$ cat config.mk
export PLATFORM = sky130hd
export DESIGN_NAME = smset_ctrl
export DESIGN_NICKNAME = d
export VERILOG_FILES = /design/src/hw/rtl/smset_pkg.sv /design/src/hw/rtl/smset_ctrl.sv
export SDC_FILE = /design/constraint.sdc
export NUM_CORES = 1
export LEC_CHECK = 0
export ABC_AREA = 0
export BUFFER_PORTS_ARGS = -buffer_cell sky130_fd_sc_hd__buf_2
export CELL_PAD_IN_SITES_DETAIL_PLACEMENT = 1
export CELL_PAD_IN_SITES_GLOBAL_PLACEMENT = 2
export CORE_ASPECT_RATIO = 1.25
export CORE_UTILIZATION = 32
export CTS_BUF_LIST = sky130_fd_sc_hd__clkbuf_8
export CTS_CLUSTER_SIZE = 10
export DETAILED_ROUTE_END_ITERATION = 8
export PLACE_DENSITY_LB_ADDON = 0.1
export SYNTH_ARGS = -nofsm -noshare
export SYNTH_HDL_FRONTEND = slang
export SYNTH_SLANG_ARGS = --single-unit
$ cat constraint.sdc
create_clock -name i_clk -period 6.1 [get_ports i_clk]
set_input_delay 0.61 -clock i_clk [delete_from_list [all_inputs] [get_ports i_clk]]
set_output_delay 0.61 -clock i_clk [all_outputs]
set_load 0.02 [all_outputs]
$ cat src/hw/rtl/smset_pkg.sv
// ----------------------------------------------------------------------------
// Sorted multiset package
// Shared widths, codes and the command and flag types of the cell row.
// ----------------------------------------------------------------------------
package smset_pkg;

    localparam int FUNC_W           = 2;
    localparam int VALUE_W          = 64;
    localparam int POS_W            = 6;
    localparam int COUNT_W          = 7;
    localparam int STATUS_W         = 2;
    localparam int IN_DATA_W        = 72;
    localparam int OUT_DATA_W       = 80;
    localparam int DEFAULT_CAPACITY = 64;

    typedef enum logic [FUNC_W-1:0] {
        FUNC_INSERT = 2'd0,
        FUNC_REMOVE = 2'd1,
        FUNC_READ   = 2'd2,
        FUNC_NOP    = 2'd3
    } t_func;

    typedef enum logic [STATUS_W-1:0] {
        STATUS_OK     = 2'd0,
        STATUS_FULL   = 2'd1,
        STATUS_ABSENT = 2'd2,
        STATUS_RANGE  = 2'd3
    } t_status;

    typedef enum logic [1:0] {
        ST_IDLE,
        ST_CMP,
        ST_UPD
    } t_state;

    typedef struct packed {
        logic cmp;
        logic ins;
        logic rem;
    } t_cell_cmd;

    typedef struct packed {
        logic gt;
        logic lt;
        logic eq;
    } t_cell_flags;

endpackage

$ cat src/hw/rtl/smset_ctrl.sv
// ----------------------------------------------------------------------------
// Sorted multiset controller
// Sequences compare and update phases, keeps the entry count and holds the
// result beat until it is taken.
// ----------------------------------------------------------------------------
module smset_ctrl #(
    parameter int CAPACITY = smset_pkg::DEFAULT_CAPACITY
) (
    input  logic                                   i_clk,
    input  logic                                   i_rst_n,
    input  logic                                   s_axis_tvalid,
    output logic                                   s_axis_tready,
    input  logic [smset_pkg::IN_DATA_W-1:0]        s_axis_tdata,
    output logic                                   m_axis_tvalid,
    input  logic                                   m_axis_tready,
    output logic [smset_pkg::OUT_DATA_W-1:0]       m_axis_tdata,
    input  logic                                   i_found,
    input  logic [smset_pkg::VALUE_W-1:0]          i_rd_word,
    output smset_pkg::t_cell_cmd                   o_cmd,
    output logic [smset_pkg::VALUE_W-1:0]          o_value,
    output logic [smset_pkg::POS_W-1:0]            o_pos,
    output logic [$clog2(CAPACITY+1)-1:0]          o_count
);
    import smset_pkg::*;

    localparam int CW = $clog2(CAPACITY + 1);
    localparam int XW = (CW > POS_W) ? CW : POS_W;

    t_state              r_state;
    t_state              n_state;
    t_func               r_func;
    logic [VALUE_W-1:0]  r_value;
    logic [POS_W-1:0]    r_pos;
    logic [CW-1:0]       r_count;
    logic [CW-1:0]       n_count;
    logic                r_out_valid;
    logic [VALUE_W-1:0]  r_out_rd;
    logic [VALUE_W-1:0]  n_out_rd;
    t_status             r_out_status;
    t_status             n_out_status;
    logic [COUNT_W-1:0]  r_out_count;
    logic                w_accept;
    logic                w_taken;

    assign w_taken       = r_out_valid && m_axis_tready;
    assign s_axis_tready = (r_state == ST_IDLE) && (!r_out_valid || m_axis_tready);
    assign w_accept      = s_axis_tvalid && s_axis_tready;

    always_comb begin
        n_state      = r_state;
        n_count      = r_count;
        n_out_rd     = '0;
        n_out_status = STATUS_OK;
        o_cmd        = '0;
        unique case (r_state)
            ST_IDLE: begin
                if (w_accept) begin
                    n_state = ST_CMP;
                end
            end
            ST_CMP: begin
                o_cmd.cmp = 1'b1;
                n_state   = ST_UPD;
            end
            ST_UPD: begin
                n_state = ST_IDLE;
                unique case (r_func)
                    FUNC_INSERT: begin
                        if (r_count >= CW'(CAPACITY)) begin
                            n_out_status = STATUS_FULL;
                        end else begin
                            o_cmd.ins = 1'b1;
                            n_count   = r_count + 1'b1;
                        end
                    end
                    FUNC_REMOVE: begin
                        if (i_found) begin
                            o_cmd.rem = 1'b1;
                            n_count   = r_count - 1'b1;
                        end else begin
                            n_out_status = STATUS_ABSENT;
                        end
                    end
                    FUNC_READ: begin
                        if (XW'(r_pos) < XW'(r_count)) begin
                            n_out_rd = i_rd_word;
                        end else begin
                            n_out_status = STATUS_RANGE;
                        end
                    end
                    default: begin
                    end
                endcase
            end
            default: begin
                n_state = ST_IDLE;
            end
        endcase
    end

    always_ff @(posedge i_clk) begin
        if (!i_rst_n) begin
            r_state     <= ST_IDLE;
            r_count     <= '0;
            r_out_valid <= 1'b0;
        end else begin
            r_state <= n_state;
            r_count <= n_count;
            if (r_state == ST_UPD) begin
                r_out_valid <= 1'b1;
            end else if (w_taken) begin
                r_out_valid <= 1'b0;
            end
        end
    end

    always_ff @(posedge i_clk) begin
        if (w_accept) begin
            r_func  <= t_func'(s_axis_tdata[FUNC_W-1:0]);
            r_value <= s_axis_tdata[FUNC_W +: VALUE_W];
            r_pos   <= s_axis_tdata[FUNC_W+VALUE_W +: POS_W];
        end
        if (r_state == ST_UPD) begin
            r_out_rd     <= n_out_rd;
            r_out_status <= n_out_status;
            r_out_count  <= COUNT_W'(n_count);
        end
    end

    assign m_axis_tvalid = r_out_valid;
    assign m_axis_tdata  = {{(OUT_DATA_W-VALUE_W-COUNT_W-STATUS_W){1'b0}},
                            r_out_status, r_out_count, r_out_rd};
    assign o_value       = r_value;
    assign o_pos         = r_pos;
    assign o_count       = r_count;

endmodule

# After elaboration in Yosys (flattened, before gate mapping)
# Cells that the tools add are included.
[word_totals]
regBits = 155
[op_classes]
add_sub_neg = 2
n_reduce_logical = 9
order_cmp = 2
eq_ne = 5
mux = 18
[op_table]
columns = ["cell", "n"]
rows = [
  ["$mux 7", 3],
  ["$pmux 7 s2", 1],
  ["$mux 1", 8],
  ["$mux 2", 4],
  ["$add 7x1->7 const B", 1],
  ["$ge 7x7->1 const B", 1],
  ["$lt 6x7->1", 1],
  ["$sub 7x1->7 const B", 1],
  ["$pmux 2 s3", 1],
  ["$eq 2x1->1 const B", 2],
  ["$eq 2x2->1 const B", 2],
  ["$logic_not 2->1", 2],
  ["$pmux 2 s2", 1],
  ["$logic_and 1x1->1", 3],
  ["$ne 2x2->1 const B", 1],
  ["$reduce_and 2->1", 1],
  ["$reduce_bool 2->1", 1],
  ["$logic_not 1->1", 1],
  ["$logic_or 1x1->1", 1],
]

# Logic depth before layout (Yosys ltp)
[depth]
word_depth = 6
ltp_mapped = 7
mapped_depth_nobuf = 6

# Least setup slack after synthesis
# No wires, ideal clock.
[synth_timing]
kind = "register to register"
start = "register r_state[1]"
end = "register r_out_count[0] (enable)"
synth_period_minus_slack_ns = 4.152
t_arrival_ns = 3.637
path_stages_with_launch = 2
path_slack_ns = 1.948
required_time_ns = 5.585
setup_ns = 0.515
cell_sequence = "dfxtp_1 nor2b_1"
[synth_between]
elab_chain_len = 1
[synth_rtl]
columns = ["item", "line_no", "source"]
rows = [
  ["from (decl)", "smset_ctrl.sv:29", "t_state r_state;"],
  ["from (signal assigned)", "smset_ctrl.sv:107", "r_state <= n_state;"],
  ["$eq 2x2->1", "smset_ctrl.sv:123", "if (r_state == ST_UPD) begin"],
  ["to (signal assigned)", "smset_ctrl.sv:126", "r_out_count <= COUNT_W'(n_count);"],
  ["to (decl)", "smset_ctrl.sv:41", "logic [COUNT_W-1:0] r_out_count;"],
]
# No other way between the ends.
# A chain may end at the register's enable or synchronous reset.

==> key figures <==
Run status
  • Status: complete, no violations

Global routing
  • Global-route wire length before repair: 21,740 um
  • Initial antenna violation count: 3
  • Gr ovfl total: 0
  • Vias in the first global route: approximately 4,100
  • Largest net degree at the start of global routing: 75
  • All-Layer GR Usage: 16.36%

Worst setup path
  • CP startpoint: r_func[1]
  • CP arrival: 1900 ps
  • Crit-path max FO: 7
  • WP data required: 5490 ps
  • Slowest cell delay on critical path: ~570 ps
  • Critical path type: flop to primary output
  • Critical path, cell by cell: or3b_2 > nor2_1 > buf_2
  • Crit-path slowest cell: or3b_2
  • Startpoint types: flop
  • R2R Path Start: o_count[1]
  • Crit. End Element: primary output

Placement
  • Port-buffer cells: 295
  • Placed Cells: 836
  • DPL Wire Length: 11,320 um
  • Global placement routability congestion: 0.7580

Clock tree
  • CTS tree: yes
  • CTS root buf: clkbuf_8
  • Cts repair resizes: 0
  • Clock Pin Slew Worst Setup and Hold Paths: 90 ps
  • Clock Latency Late Sink: 440 ps
  • Num CTS Buffers: 17
  • Post-CTS setup buffer count: 0
  • Number of H-tree levels: 4
  • Post-CTS Hold Buffers: 0
  • Num Clock Sinks: 155
  • Max clock buf depth: 2

Detailed routing
  • DR WL/cell: 16.95 um
  • Initial DRC Count: 192
  • Post-DRT Antenna Nets: 0
  • Drt total wl: 14,760 um
  • DRC Markers: 0
  • TritonRoute pass-1 iters: 4
  • Vias per cell: 4.349
  • Total number of vias: 3,788

STA
  • Unrepaired setup endpoints after global routing: false
  • Worst-Margin Slew: 1001 ps
  • Final Hold Violating Endpoints: 0
  • Setup violations, final: 0
  • Period utilisation layout: around two fifths
  • Relative slew slack: 33.24%
  • Min cycle time layout: 2514 ps
  • Final Skew: 13.38 ps
  • Fin Setup TNS: 0 ps
  • Max-slew violation count: 0
  • F_max: around 0.40 GHz

Logic synthesis
  • #FFs+latches synth: 155
  • Mean area per synthesized cell: 17.51 um2
  • Synth Instances: 326
  • Ys Warns: 0
  • Post-synthesis sequential area ratio: 79.77%
  • Mapped Area: 5709 um2
  • Synth cell types: 36

Floorplanning
  • Number of I/O pins: 303
  • Core area: 17,430 um2
  • Die area: 18,380 um2
  • Die W: 121.5 um
  • Starting Density: 32.75%
  • Die height: 151.3 um
  • # rows: 54

Pwr
  • Pwr/cell area: 278.5 nW/um2
  • Leakage: 3.378 nW
  • Max VDD drop: 178.3 uV

Finish
  • Area delta synth->final: 36.58%
  • Share of cells above drive strength 1: 58.54%
  • Final cell count without fillers: 871
  • Layout Nets: slightly below 800

Min path
  • Hold Crit Class: input pin to flop
  • Worst Hold Launch: s_axis_tdata[23]

Run
  • Total of max-cap violations: 0
-- flip-flops by register name, summed over array words and instances, names as in the netlist, 2 cells and up --
signal / count
o_value: 64
r_out_rd: 64
o_count: 7
r_out_count: 7
o_pos: 6
r_func: 2
r_out_status: 2
r_state: 2
-- path summary, 6_finish.rpt --
| path | endpoint | slack (ps) | cells past startpoint |
|---|---|---|---|
| setup / recovery | o_cmd[0] | 3590 | 3 |
| hold reg to reg | o_count[4] | 530 | 2 |
| setup reg to reg | r_out_rd[25] | 3820 | 6 |
| hold / removal | o_value[21] | 340 | 1 |
-- synth_stat cells --
cell type / n / area share, %
edfxtp_1: 145 / 76
and2_2: 43 / 5.7
and2_1: 27 / 3.0
dfxtp_1: 10 / 3.5
nor2_1: 9 / 0.59
buf_4: 8 / 1.1
nand2_1: 8 / 0.53
ha_1: 7 / 1.5
inv_1: 7 / 0.46
a21oi_1: 6 / 0.53
clkbuf_2: 6 / 0.53
xnor2_1: 5 / 0.77
clkbuf_1: 4 / 0.26
nand4_1: 4 / 0.44
nor3_1: 4 / 0.35
mux2i_1: 3 / 0.53
nand3_1: 3 / 0.26
nor2b_1: 3 / 0.33
o21ai_0: 3 / 0.26
a211oi_1: 2 / 0.26
and3_1: 2 / 0.22
o21a_1: 2 / 0.26
or3b_2: 2 / 0.31
a2111oi_4: 1 / 0.48
a211o_1: 1 / 0.15
a22o_1: 1 / 0.15
a31oi_1: 1 / 0.11
and3b_1: 1 / 0.15
and4_1: 1 / 0.15
conb_1: 1 / 0.066
nand2b_1: 1 / 0.11
nand4b_1: 1 / 0.15
nor3b_1: 1 / 0.13
o211a_1: 1 / 0.18
o31ai_1: 1 / 0.13
or4b_2: 1 / 0.18
-- cell type report --
type	count	area [um2]
Clock buffer	17	234.0
Clock inverter	15	140.1
Timing Repair Buffer	298	1499
Fill cell	1879	9634
Tap cell	224	280.3
Inverter	7	26.28
Antenna cell	3	7.507
Multi-Input combinational cell	152	1056
Sequential cell	155	4554
-- worst max-delay path: cells and delay by family, from the launching register on --
family                 cells  cell delay [ps]
AND/OR/NAND/NOR            2              770
buffers and inverters      1              200
flip-flops                 1              500
-- cells in the final DEF, fill, tap and decap left out, types with 3 or more instances in the layout --
cell	synthesis	final
buf_2	0	295
edfxtp_1	145	145
and2_2	43	43
and2_1	27	26
clkbuf_8	0	17
dfxtp_1	10	10
nor2_1	9	9
inv_1	7	8
nand2_1	8	8
ha_1	7	7
conb_1	1	7
a21oi_1	6	6
xnor2_1	5	5
nor3_1	4	4
nand4_1	4	4
inv_6	0	4
diode_2	0	3
nand3_1	3	3
o21ai_0	3	3
mux2i_1	3	3
inv_8	0	3
buf_4	8	3
-- report_power, final --
part	internal, mW	total, mW	switching (mW)	leakage, nW
combinational	0.0768	0.206	0.129	1.69
sequential	1.21	1.23	0.0160	1.49
clock	0.332	0.736	0.405	0.192
-- per-stage QoR --
stage          utilization, %  setup slack [ps]  power, mW  hold WS, ps  instance area (um2)
2_1_floorplan               -              1948      1.367        563.5                 5732
3_3_place_gp            42.54              3844      1.461        488.3                 7416
3_5_place_dp            42.54              3780      1.464        515.0                 7416
4_1_cts                 44.69              3540      2.210        299.6                 7790
5_1_grt                 44.72              3489      2.269        295.0                 7795
6_report                44.73              3586      2.172        335.9                 7797
-- layer usage --
metal	share of wire, %	wire, um	GRT usage, %
met5	0	0	0
met4	1.9	281	7.531
met3	11	1568	7.041
met2	54	7933	30.00
met1	34	4981	15.58
-- kinds of logic (layout without fill, tap and decap cells) --
kind of cell	count (synthesis)	after routing	synth area share, %
mux	3	3	0.5260
flops	155	155	79.77
fa+ha+maj	7	7	1.534
buf+inv	25	337	2.301
other cells	1	10	0.06568
simple gates	111	111	12.51
compound gates	19	19	2.520
xor+xnor	5	5	0.7670
Note: power is estimated with default switching activity, not from simulation.
