--- src/hw/rtl/smset_pkg.sv ---
// ----------------------------------------------------------------------------
// Sorted multiset package
// Shared widths, codes and the command and flag types of the cell row.
// ----------------------------------------------------------------------------
package smset_pkg;

    localparam int FUNC_W           = 2;
    localparam int VALUE_W          = 64;
    localparam int POS_W            = 6;
    localparam int COUNT_W          = 7;
    localparam int STATUS_W         = 2;
    localparam int IN_DATA_W        = 72;
    localparam int OUT_DATA_W       = 80;
    localparam int DEFAULT_CAPACITY = 64;

    typedef enum logic [FUNC_W-1:0] {
        FUNC_INSERT = 2'd0,
        FUNC_REMOVE = 2'd1,
        FUNC_READ   = 2'd2,
        FUNC_NOP    = 2'd3
    } t_func;

    typedef enum logic [STATUS_W-1:0] {
        STATUS_OK     = 2'd0,
        STATUS_FULL   = 2'd1,
        STATUS_ABSENT = 2'd2,
        STATUS_RANGE  = 2'd3
    } t_status;

    typedef enum logic [1:0] {
        ST_IDLE,
        ST_CMP,
        ST_UPD
    } t_state;

    typedef struct packed {
        logic cmp;
        logic ins;
        logic rem;
    } t_cell_cmd;

    typedef struct packed {
        logic gt;
        logic lt;
        logic eq;
    } t_cell_flags;

endpackage

--- src/hw/rtl/smset_cell.sv ---
// ----------------------------------------------------------------------------
// Sorted multiset cell
// Holds one entry, compares it with the broadcast value and shifts with its
// neighbors on insert and remove.
// ----------------------------------------------------------------------------
module smset_cell (
    input  logic                                   i_clk,
    input  smset_pkg::t_cell_cmd                   i_cmd,
    input  logic [smset_pkg::VALUE_W-1:0]          i_value,
    input  logic                                   i_occ,
    input  logic                                   i_hit,
    input  logic [smset_pkg::VALUE_W-1:0]          i_left_entry,
    input  smset_pkg::t_cell_flags                 i_left_flags,
    input  logic [smset_pkg::VALUE_W-1:0]          i_right_entry,
    output logic [smset_pkg::VALUE_W-1:0]          o_entry,
    output smset_pkg::t_cell_flags                 o_flags,
    output logic [smset_pkg::VALUE_W-1:0]          o_rd
);
    import smset_pkg::*;

    logic [VALUE_W-1:0] r_entry;
    logic [VALUE_W-1:0] r_rd;
    t_cell_flags        r_flags;
    t_cell_flags        n_flags;

    always_comb begin
        n_flags.gt = !i_occ || ($signed(r_entry) > $signed(i_value));
        n_flags.lt = i_occ && ($signed(r_entry) < $signed(i_value));
        n_flags.eq = i_occ && (r_entry == i_value);
    end

    always_ff @(posedge i_clk) begin
        if (i_cmd.cmp) begin
            r_flags <= n_flags;
            r_rd    <= i_hit ? r_entry : '0;
        end
        if (i_cmd.ins) begin
            if (i_left_flags.gt) begin
                r_entry <= i_left_entry;
            end else if (r_flags.gt) begin
                r_entry <= i_value;
            end
        end else if (i_cmd.rem) begin
            if (i_occ && !r_flags.lt) begin
                r_entry <= i_right_entry;
            end
        end
    end

    assign o_entry = r_entry;
    assign o_flags = r_flags;
    assign o_rd    = r_rd;

endmodule

--- config.mk ---
export PLATFORM = sky130hd
export DESIGN_NAME = smset_cell
export DESIGN_NICKNAME = d
export VERILOG_FILES = /design/src/hw/rtl/smset_pkg.sv /design/src/hw/rtl/smset_cell.sv
export SDC_FILE = /design/constraint.sdc
export NUM_CORES = 1
export LEC_CHECK = 0
export BUFFER_PORTS_ARGS = -buffer_cell sky130_fd_sc_hd__buf_2
export CAP_MARGIN = 15
export CORE_AREA = 5 5 113 169
export CTS_CLUSTER_DIAMETER = 150
export DETAILED_ROUTE_END_ITERATION = 16
export DIE_AREA = 0 0 118 174
export PLACE_DENSITY = 0.8
export SYNTH_ARGS = -nofsm -noshare
export SYNTH_HDL_FRONTEND = slang
export SYNTH_SLANG_ARGS = --single-unit
export TNS_END_PERCENT = 5
--- constraint.sdc ---
create_clock -name i_clk -period 6.6 [get_ports i_clk]
set_input_delay 0.99 -clock i_clk [delete_from_list [all_inputs] [get_ports i_clk]]
set_output_delay 0.99 -clock i_clk [all_outputs]
set_load 0.01 [all_outputs]
# Yosys cells after proc, flatten, opt, wreduce, memory -nomap -nowiden
# Cells that the tools add are included.
[totals]
register_bits = 131
output_inout_bits = 131
[op_classes]
order_cmp = 2
n_eq_ne = 2
muxes = 5
n_reduce_logical = 9
[op_table]
columns = ["operator", "n"]
rows = [
  ["64-bit 2-to-1 mux", 5],
  ["64-bit equality test", 1],
  ["64-bit > comparator", 1],
  ["64-bit less-than comparator", 1],
  ["2-bit nonzero test", 2],
  ["1-bit logical AND", 3],
  ["3-bit by 1-bit != test with 1-bit output (second input constant)", 1],
  ["3-bit AND reduction", 1],
  ["1-bit logical NOT", 2],
  ["1-bit logical OR", 1],
]

# Depth between registers and ports, before layout
# Gate-level depths: netlist of run 1.
[logic_depth]
ltp_word = 5
ltp_mapped = 8
mapped_depth_nobuf = 8

# Least setup slack after synthesis of run 1
# OpenSTA, ideal clock, no wires.
[synth_path]
kind = "input to register"
startpoint = "in i_cmd[1] (netlist bit)"
endpoint = "reg r_entry[0], in the netlist o_entry[0] (enable)"
setup_ns = 0.574
arrival_time_ns = 5.910
setup_slack_ns = 0.115
cell_stages = 3
n_path_buf = 2
cell_sequence = "clkbuf_1 -> clkbuf_1 -> o21ai_0"
[synth_between]
elab_chain_cells = 2
word_cells_on_any_way = 4
cone_classes = "eq/ne: 1; reduce/logical: 3"
[synth_lines]
columns = ["element", "line_no", "text"]
rows = [
  ["start, declared", "smset_cell.sv:8", "input smset_pkg::t_cell_cmd i_cmd,"],
  ["3-bit by 1-bit != test with 1-bit output (no source line) or 2-bit nonzero test (tied branches)", "n/a", ""],
  ["3-bit AND reduction (no source line) (*)", "n/a", ""],
  ["end signal, assigned", "smset_cell.sv:39", "r_entry <= i_left_entry;"],
  ["end signal, assigned", "smset_cell.sv:41", "r_entry <= i_value;"],
  ["end signal, assigned", "smset_cell.sv:45", "r_entry <= i_right_entry;"],
  ["end, declared", "smset_cell.sv:21", "logic [VALUE_W-1:0] r_entry;"],
]
# Every way passes the cells marked *; elsewhere a longest branch is shown, timed or not.
# A chain may end at the register's enable or synchronous reset.

==> metrics.md, run 1 <==
| Metric | Value |
|---|---|
| Max Cap Viol | `0` |
| Final instance area | `between 0.009 and 0.01 mm^2` |
| Peak VDD IR | `roughly 180 uV` |
| Synth Area per Inst | `11.3 um^2` |
| Post-CTS Setup Repair Bufs | `0` |
| Wire length per cell | `18.5 um` |
| Final ANT Viol Nets | `0` |
| Global route overflow | `0` |
| Post-cts sizing count | `0` |
| Fin. Hold Viols | `0` |
| Root Buffer | `clkbuf_16` |
| Unrepaired setup endpoints after global routing | `false` |
| Number of synthesized flops with an enable pin | `roughly 130` |
| Sequential cell fraction of total power | `0.423` |
| Global Route Usage Sum | `0.213` |
| Hold wc startpoint | `o_entry[10]` |
| Max Clock Freq | `295 MHz` |
| CTS tree | `built` |
| First-pass GRT wire length | `34100 um` |
| Status | `complete, no violations` |
| Final WL | `roughly 22000 um` |
| Post-Route Skew | `approximately 9.4 ps` |
| Reg2reg start | `o_entry[63]` |
| Routability cong. | `about 0.85` |
| CTS HTree Levels | `4` |
| Post-Synth XOR/XNOR Area | `0` |
| Total core area | `roughly 0.018 mm^2` |
| HP Class | `reg -> reg` |
| Die Height | `around 170 um` |
| CP required | `6760 ps` |
| Mapped cell area | `approximately 0.0073 mm^2` |
| Pleak | `roughly 4.8 nW` |
| Die area | `about 0.02 mm^2` |
| Port bufs | `329` |
| Initial DRC count | `between 300 and 400` |
| Crit end category | `flop` |
| Syn Inst Count | `652` |
| Clock power frac | `0.405` |
| Data arrival, critical path | `~3600 ps` |
| Setup Viol. Count Final | `0` |
| Synth cell types | `40` |
| Placed cell count | `1175` |
| Pint | `1.82 mW` |
| Worst-margin pin slew | `between 1000 and 1500 ps` |
| CTS buffer count | `17` |
| Pin count of the biggest net entering global routing | `68` |
| Post-DP Area | `a little over 0.009 mm^2` |
| P_sw | `roughly 0.63 mW` |
| Relative slew slack | `0.302` |
| Layout Nets | `roughly 1200` |
| Adder-cell area share of the yosys netlist | `0.109` |
| R2r endpoint | `o_flags[1]` |
| Synth top area share | `0.536` |
| Period utilisation layout | `0.514` |
| TritonCTS sink count | `approximately 130` |
| Synthesis Warnings | `0` |
| Number of global-route vias before repair | `6421` |
| Clk_lat worst skew | `approximately 410 ps` |
| Max-slew violations | `0` |
| Yosys reg bits | `131` |
| Initial antenna violation count | `3` |
| I/O pins | `about 330` |
| Fin Setup TNS | `0 ps` |
| Switch share | `0.258` |
| Tmin final | `3390 ps` |
| Detailed placement HPWL | `between 15000 and 20000 um` |
| Startpoint types | `input pin` |
| Non-Filler Instances | `around 1200` |
| Cell count of the worst reg-to-reg path | `7` |
| Clock buffer depth | `2` |
| Avg Vias per Cell | `slightly above 5` |
| R2R setup slack | `about 3500 ps` |
| First-pass DRT Iterations | `4` |
| Critical path peak fanout | `5` |
| Layout cells sized above 1 | `0.373` |
| Ys async rst share | `0` |
| Seq/Total Area, Yosys | `0.536` |
| Remaining DRCs | `0` |
| # fillers | `between 1500 and 2000` |
| Clock Pin Slew Worst Setup and Hold Paths | `roughly 60 ps` |
| Power Dens Cells | `249 mW/mm^2` |
| Post-synth net total | `roughly 920` |
| Critical path origin | `i_value[63]` |
| Main area contributors after synthesis | `edfxtp_1, ha_1, mux2i_1, a21oi_1, and2_1` |
| Area delta synth->final | `33.9%` |
| Worst setup path category | `in -> reg` |
| Simple-gate share of the synthesized area | `0.130` |
| Ys flop type | `edfxtp_1` |
| Post-synthesis mux area share | `0.0893` |
| Worst setup path endpoint | `o_flags[1]` |
| Comb power frac | `0.171` |
| Initial core utilization | `0.418` |
| Vias after detailed routing | `6128` |
| Hold buffers post-CTS | `0` |
| Synth Area in Compound Gates | `0.0877` |
| Largest family of logic cells by synthesized area | `simple AND/OR/NAND/NOR gates` |
| Site row count | `60` |
| Largest area contributor in the netlist | `edfxtp_1` |
| Die Span X | `approximately 120 um` |
## through the flow
| step | setup WS (ps) | utilization | power, mW | hold slack, ps |
|---|---|---|---|---|
| after detailed placement | 2790 | 0.524 | 1.48 | 575 |
| after global placement | 2840 | 0.524 | 1.46 | 560 |
| after floorplan | 115 | - | 1.27 | 620 |
| after global routing | 3120 | 0.560 | 2.56 | 611 |
| final | 3210 | 0.560 | 2.45 | 588 |
| after CTS | 3230 | 0.559 | 2.47 | 594 |
## synthesized netlist by cell type (all sizes together), types with 2 or more instances
library cell	n
and2	65
mux2i	64
ha	64
nand3	6
and3	2
nand4	10
o21ai	9
a221o	4
nor3	2
nor4	3
edfxtp	131
and4	3
a21oi	88
clkbuf	24
inv	67
buf	3
nand2	15
a21o	2
nor2	70
a21boi	2
## power groups by stage
stage	logic (mW)	clock network [mW]	registers (mW)
final	0.419	0.993	1.04
after global routing	0.465	1.05	1.04
after CTS	0.424	1.01	1.04
after detailed placement	0.421	0	1.05
after global placement	0.409	0	1.05
after floorplan	0.187	0	1.08
## layout make-up
type                            count  area, um^2  area share
Antenna cell                        3        7.51    0.000763
Clock buffer                       19         433      0.0440
Clock inverter                     13         185      0.0188
Inverter                           67         251      0.0256
Multi-Input combinational cell    427        3070       0.312
Sequential cell                   131        3930       0.400
Tap cell                          217         272      0.0276
Timing Repair Buffer              333        1680       0.171
## cells by family (layout without fill, tap and decap cells)
kind of cell,Yosys count,count (layout)
adder cells (fa/ha/maj),64,64
flip-flops,131,131
multiplexers,65,65
other,0,3
AO/OA/AOI/OAI,115,115
AND/OR/NAND/NOR,183,183
buffers and inverters,94,432
## worst max-delay path: stages
cell     delay, ps
buf_2          100
inv_1           50
ha_1           380
nand4_2        170
or4_1          590
or2_1          260
or4b_4         500
o211a_1        250
mux2_4         250
## layout by cell type (no fill, tap or decap), types with 4 or more instances in the layout
cell type | synthesis | layout
edfxtp_1 | 131 | 131
mux2i_1 | 64 | 64
nand2_1 | 15 | 15
and2_1 | 65 | 65
nand3_1 | 6 | 6
ha_1 | 64 | 64
o21ai_0 | 9 | 8
nor2_1 | 70 | 70
clkinv_4 | 0 | 5
clkbuf_16 | 0 | 17
bufinv_16 | 0 | 4
nand4_1 | 8 | 8
a21oi_1 | 88 | 88
inv_1 | 67 | 67
buf_4 | 0 | 7
buf_2 | 0 | 326
## worst min path at each step
| stage | to | slack [ps] | depth (start not counted) |
|---|---|---|---|
| 4_1_cts | o_rd[34] | 590 | 1 |
| 3_3_place_gp | o_rd[37] | 560 | 1 |
| 5_1_grt | o_rd[16] | 610 | 1 |
| 6_report | o_rd[10] | 590 | 1 |
| 3_5_place_dp | o_rd[48] | 580 | 1 |
| 2_1_floorplan | o_rd[0] | 620 | 1 |
## layer usage
| metal | share of wire | up-vias | GRT usage | wire length [um] |
|---|---|---|---|---|
| met5 | 0 | - | 0 | 0 |
| met4 | 0.032 | 0 | 0.102 | 711 |
| met3 | 0.052 | 43 | 0.0452 | 1160 |
| met2 | 0.54 | 212 | 0.387 | 12000 |
| met1 | 0.38 | 2874 | 0.233 | 8500 |
| li1 | - | 2999 | - | - |
## flip-flops by register name, summed over array words and instances (netlist names)
name     count
o_rd        64
o_entry     64
o_flags      3
Note: power is estimated with default switching activity, not from simulation.
==> inputs of run 2 (changes only) <==
--- a/config.mk
+++ b/config.mk
@@ -5,13 +5,14 @@
 export SDC_FILE = /design/constraint.sdc
 export NUM_CORES = 1
 export LEC_CHECK = 0
+export ABC_AREA = 1
 export BUFFER_PORTS_ARGS = -buffer_cell sky130_fd_sc_hd__buf_2
 export CAP_MARGIN = 15
 export CORE_AREA = 5 5 113 169
 export CTS_CLUSTER_DIAMETER = 150
 export DETAILED_ROUTE_END_ITERATION = 16
 export DIE_AREA = 0 0 118 174
-export PLACE_DENSITY = 0.8
+export PLACE_DENSITY = 0.81
 export SYNTH_ARGS = -nofsm -noshare
 export SYNTH_HDL_FRONTEND = slang
 export SYNTH_SLANG_ARGS = --single-unit
==> constraint.sdc (replaced) <==
create_clock -name i_clk -period 3 [get_ports i_clk]
set_input_delay 0.45 -clock i_clk [delete_from_list [all_inputs] [get_ports i_clk]]
set_output_delay 0.45 -clock i_clk [all_outputs]
set_load 0.01 [all_outputs]
==> metrics.md, run 2 <==
| Metric | Value |
|---|---|
| Critical path peak fanout | `3` |
| # fillers | `1594` |
| CP max stage delay | `~460 ps` |
| Synthesis Warnings | `0` |
| Ys flop type | `edfxtp_1` |
| Routability cong. | `just under 0.9` |
| Total core area | `approximately 0.018 mm^2` |
| Tmin final | `between 2000 and 2500 ps` |
| Largest family of logic cells by synthesized area | `simple AND/OR/NAND/NOR gates` |
| Worst path slowest cell | `edfxtp_1` |
| Largest area contributor in the netlist | `edfxtp_1` |
| Number of global-route vias before repair | `7016` |
| Initial antenna violation count | `0` |
| Post-Synth XOR/XNOR Area | `0` |
| Synth Area in Compound Gates | `0.0777` |
| Detailed placement HPWL | `17400 um` |
| Port bufs | `about 330` |
| Remaining DRCs | `0` |
| Hold WS | `about 330 ps` |
| Pre-CTS WS | `between 700 and 800 ps` |
| Post-cts sizing count | `0` |
| Peak VDD IR | `between 400 and 500 uV` |
| Pin count of the biggest net entering global routing | `just under 80` |
| Startpoint types | `flop` |
| Clock buffer depth | `2` |
| Synth top area share | `0.523` |
| Fin Setup TNS | `0 ps` |
| Synth Area per Inst | `about 8.7 um^2` |
| Main area contributors after synthesis | `edfxtp_1, nand2_1, ha_1, inv_1, a31oi_1` |
| Die area | `between 0.02 and 0.025 mm^2` |
| Clock Pin Slew Worst Setup and Hold Paths | `about 60 ps` |
| Initial core utilization | `0.428` |
| Layout cells sized above 1 | `0.311` |
| Crit end category | `flop` |
| First-pass DRT Iterations | `7` |
| Synth cell types | `24` |
| Hold buffers post-CTS | `0` |
| Mapped cell area | `between 0.007 and 0.008 mm^2` |
| Die Height | `~170 um` |
| Most frequent cells in the layout | `buf_2, nand2_1, inv_1` |
| Final ANT Viol Nets | `0` |
| Cell mode on critical path | `nand2_1` |
| Pleak | `5.36 nW` |
| Power Dens Cells | `~530 mW/mm^2` |
| Post-synth top cells | `nand2_1, inv_1, edfxtp_1` |
| Clk_lat worst skew | `410 ps` |
| Initial DRC count | `roughly 380` |
| Period utilisation layout | `0.691` |
| Top delay family on crit path | `simple AND/OR/NAND/NOR gates` |
| Global route overflow | `0` |
| Post-Route Skew | `about 13 ps` |
| Commonest non-fill, non-tap cell in the layout | `buf_2` |
| CTS tree | `built` |
| Avg Vias per Cell | `4.97` |
| CP required | `3160 ps` |
| Final setup margin | `928 ps` |
| Area delta synth->final | `32.8%` |
| CTS HTree Levels | `4` |
| Yosys reg bits | `approximately 130` |
| First-pass GRT wire length | `approximately 35000 um` |
| Seq/Total Area, Yosys | `0.523` |
| Ys async rst share | `0` |
| Vias after detailed routing | `around 7100` |
| CP Cell Sequence | `ha_1 -> nand2_1 -> nor2_1 -> nand2_1 -> nor2_1 -> nand2_2 -> inv_1 -> nand2_1 -> nand4_1 -> nand2_1 -> nand2_1 -> nor2_1` |
| Simple-gate share of the synthesized area | `0.197` |
| Worst setup path category | `reg -> reg` |
| Root Buffer | `clkbuf_16` |
| Post-CTS Setup Repair Bufs | `0` |
| Post-DP Area | `about 0.0094 mm^2` |
| Site row count | `60` |
| Final WL | `around 23000 um` |
| Total power | `approximately 5.3 mW` |
| TritonCTS sink count | `roughly 130` |
| Max Clock Freq | `483 MHz` |
| Wire length per cell | `about 16 um` |
| HP Class | `in -> reg` |
| I/O pins | `~330` |
| CP bufs+invs | `1` |
| Global Route Usage Sum | `0.216` |
| Relative slew slack | `0.359` |
| Worst-margin pin slew | `slightly below 1000 ps` |
| Max Cap Viol | `0` |
| Post-synth net total | `approximately 1100` |
| Adder-cell area share of the yosys netlist | `0.106` |
| Fin. Hold Viols | `0` |
| Syn Inst Count | `around 870` |
| Setup Viol. Count Final | `0` |
| Status | `complete, no violations` |
| Layout Nets | `roughly 1500` |
| Post-synthesis mux area share | `0` |
| CTS buffer count | `17` |
| Most frequent cell after synthesis | `nand2_1` |
| Die Span X | `roughly 120 um` |
| Max-slew violations | `0` |
| Data arrival, critical path | `approximately 2200 ps` |
| Unrepaired setup endpoints after global routing | `false` |
| Final instance area | `between 0.009 and 0.01 mm^2` |
| Number of synthesized flops with an enable pin | `about 130` |
[run 2: changes by cell type after synthesis, moves of 5 or more]
cell,previous run,this run
a31oi_1,0,64
nand2_1,15,279
and2_1,65,1
nor2_1,70,87
mux2i_1,64,0
a21oi_1,88,22
o21ai_0,9,4
inv_1,67,156
[run 2: kinds of logic (layout without fill, tap and decap cells)]
logic type                 Yosys count  after routing
AOI/OAI and AO/OA                   97             97
adders and majority gates           64             64
buffers and inverters              191            525
DFF                                131            131
other                                0              1
and+or+nand+nor                    385            385
[run 2: cell type report]
| cell class | count | area, um^2 | share of cell area |
|---|---|---|---|
| Timing Repair Buffer | 336 | 1720 | 0.172 |
| Clock inverter | 14 | 153 | 0.0153 |
| Sequential cell | 131 | 3930 | 0.394 |
| Multi-Input combinational cell | 546 | 2890 | 0.289 |
| Tap cell | 217 | 272 | 0.0272 |
| Inverter | 157 | 592 | 0.0593 |
| Clock buffer | 18 | 429 | 0.0430 |
| Antenna cell | 1 | 2.50 | 0.000251 |
[run 2: worst paths after layout]
kind | start | endpoint | slack (ps) | cells past startpoint
worst max-delay path | o_entry[47] | o_flags[1] | 930 | 12
worst min-delay path | i_occ | o_flags[2] | 330 | 2
worst max register to register | o_entry[47] | o_flags[1] | 930 | 12
worst min register to register | o_entry[16] | o_rd[16] | 560 | 2
[run 2: stage by stage]
stage | instances | util
3_5_place_dp | 1387 | 0.535
3_3_place_gp | 1387 | 0.535
2_1_floorplan | 868 | -
5_1_grt | 1419 | 0.568
4_1_cts | 1419 | 0.568
6_report | 1420 | 0.568
[run 2: worst register-to-register path: cells and delay by family (launching register included)]
kind | cells | cell delay (ps)
adder cells (fa/ha/maj) | 1 | 340
AND/OR/NAND/NOR | 10 | 940
flip-flops | 1 | 460
buffers and inverters | 1 | 100
[run 2: power by group]
| group | internal, mW | total, mW | switching, mW |
|---|---|---|---|
| sequential | 2.20 | 2.29 | 0.0865 |
| combinational | 0.379 | 0.931 | 0.552 |
| clock | 1.23 | 2.07 | 0.834 |
[run 2: per-layer routing]
layer,global-route usage,up-vias,wire (um)
met3,0.0465,57,1490
met1,0.229,3257,8180
met5,0,-,0
li1,-,3457,-
met2,0.402,290,12200
met4,0.0980,0,921
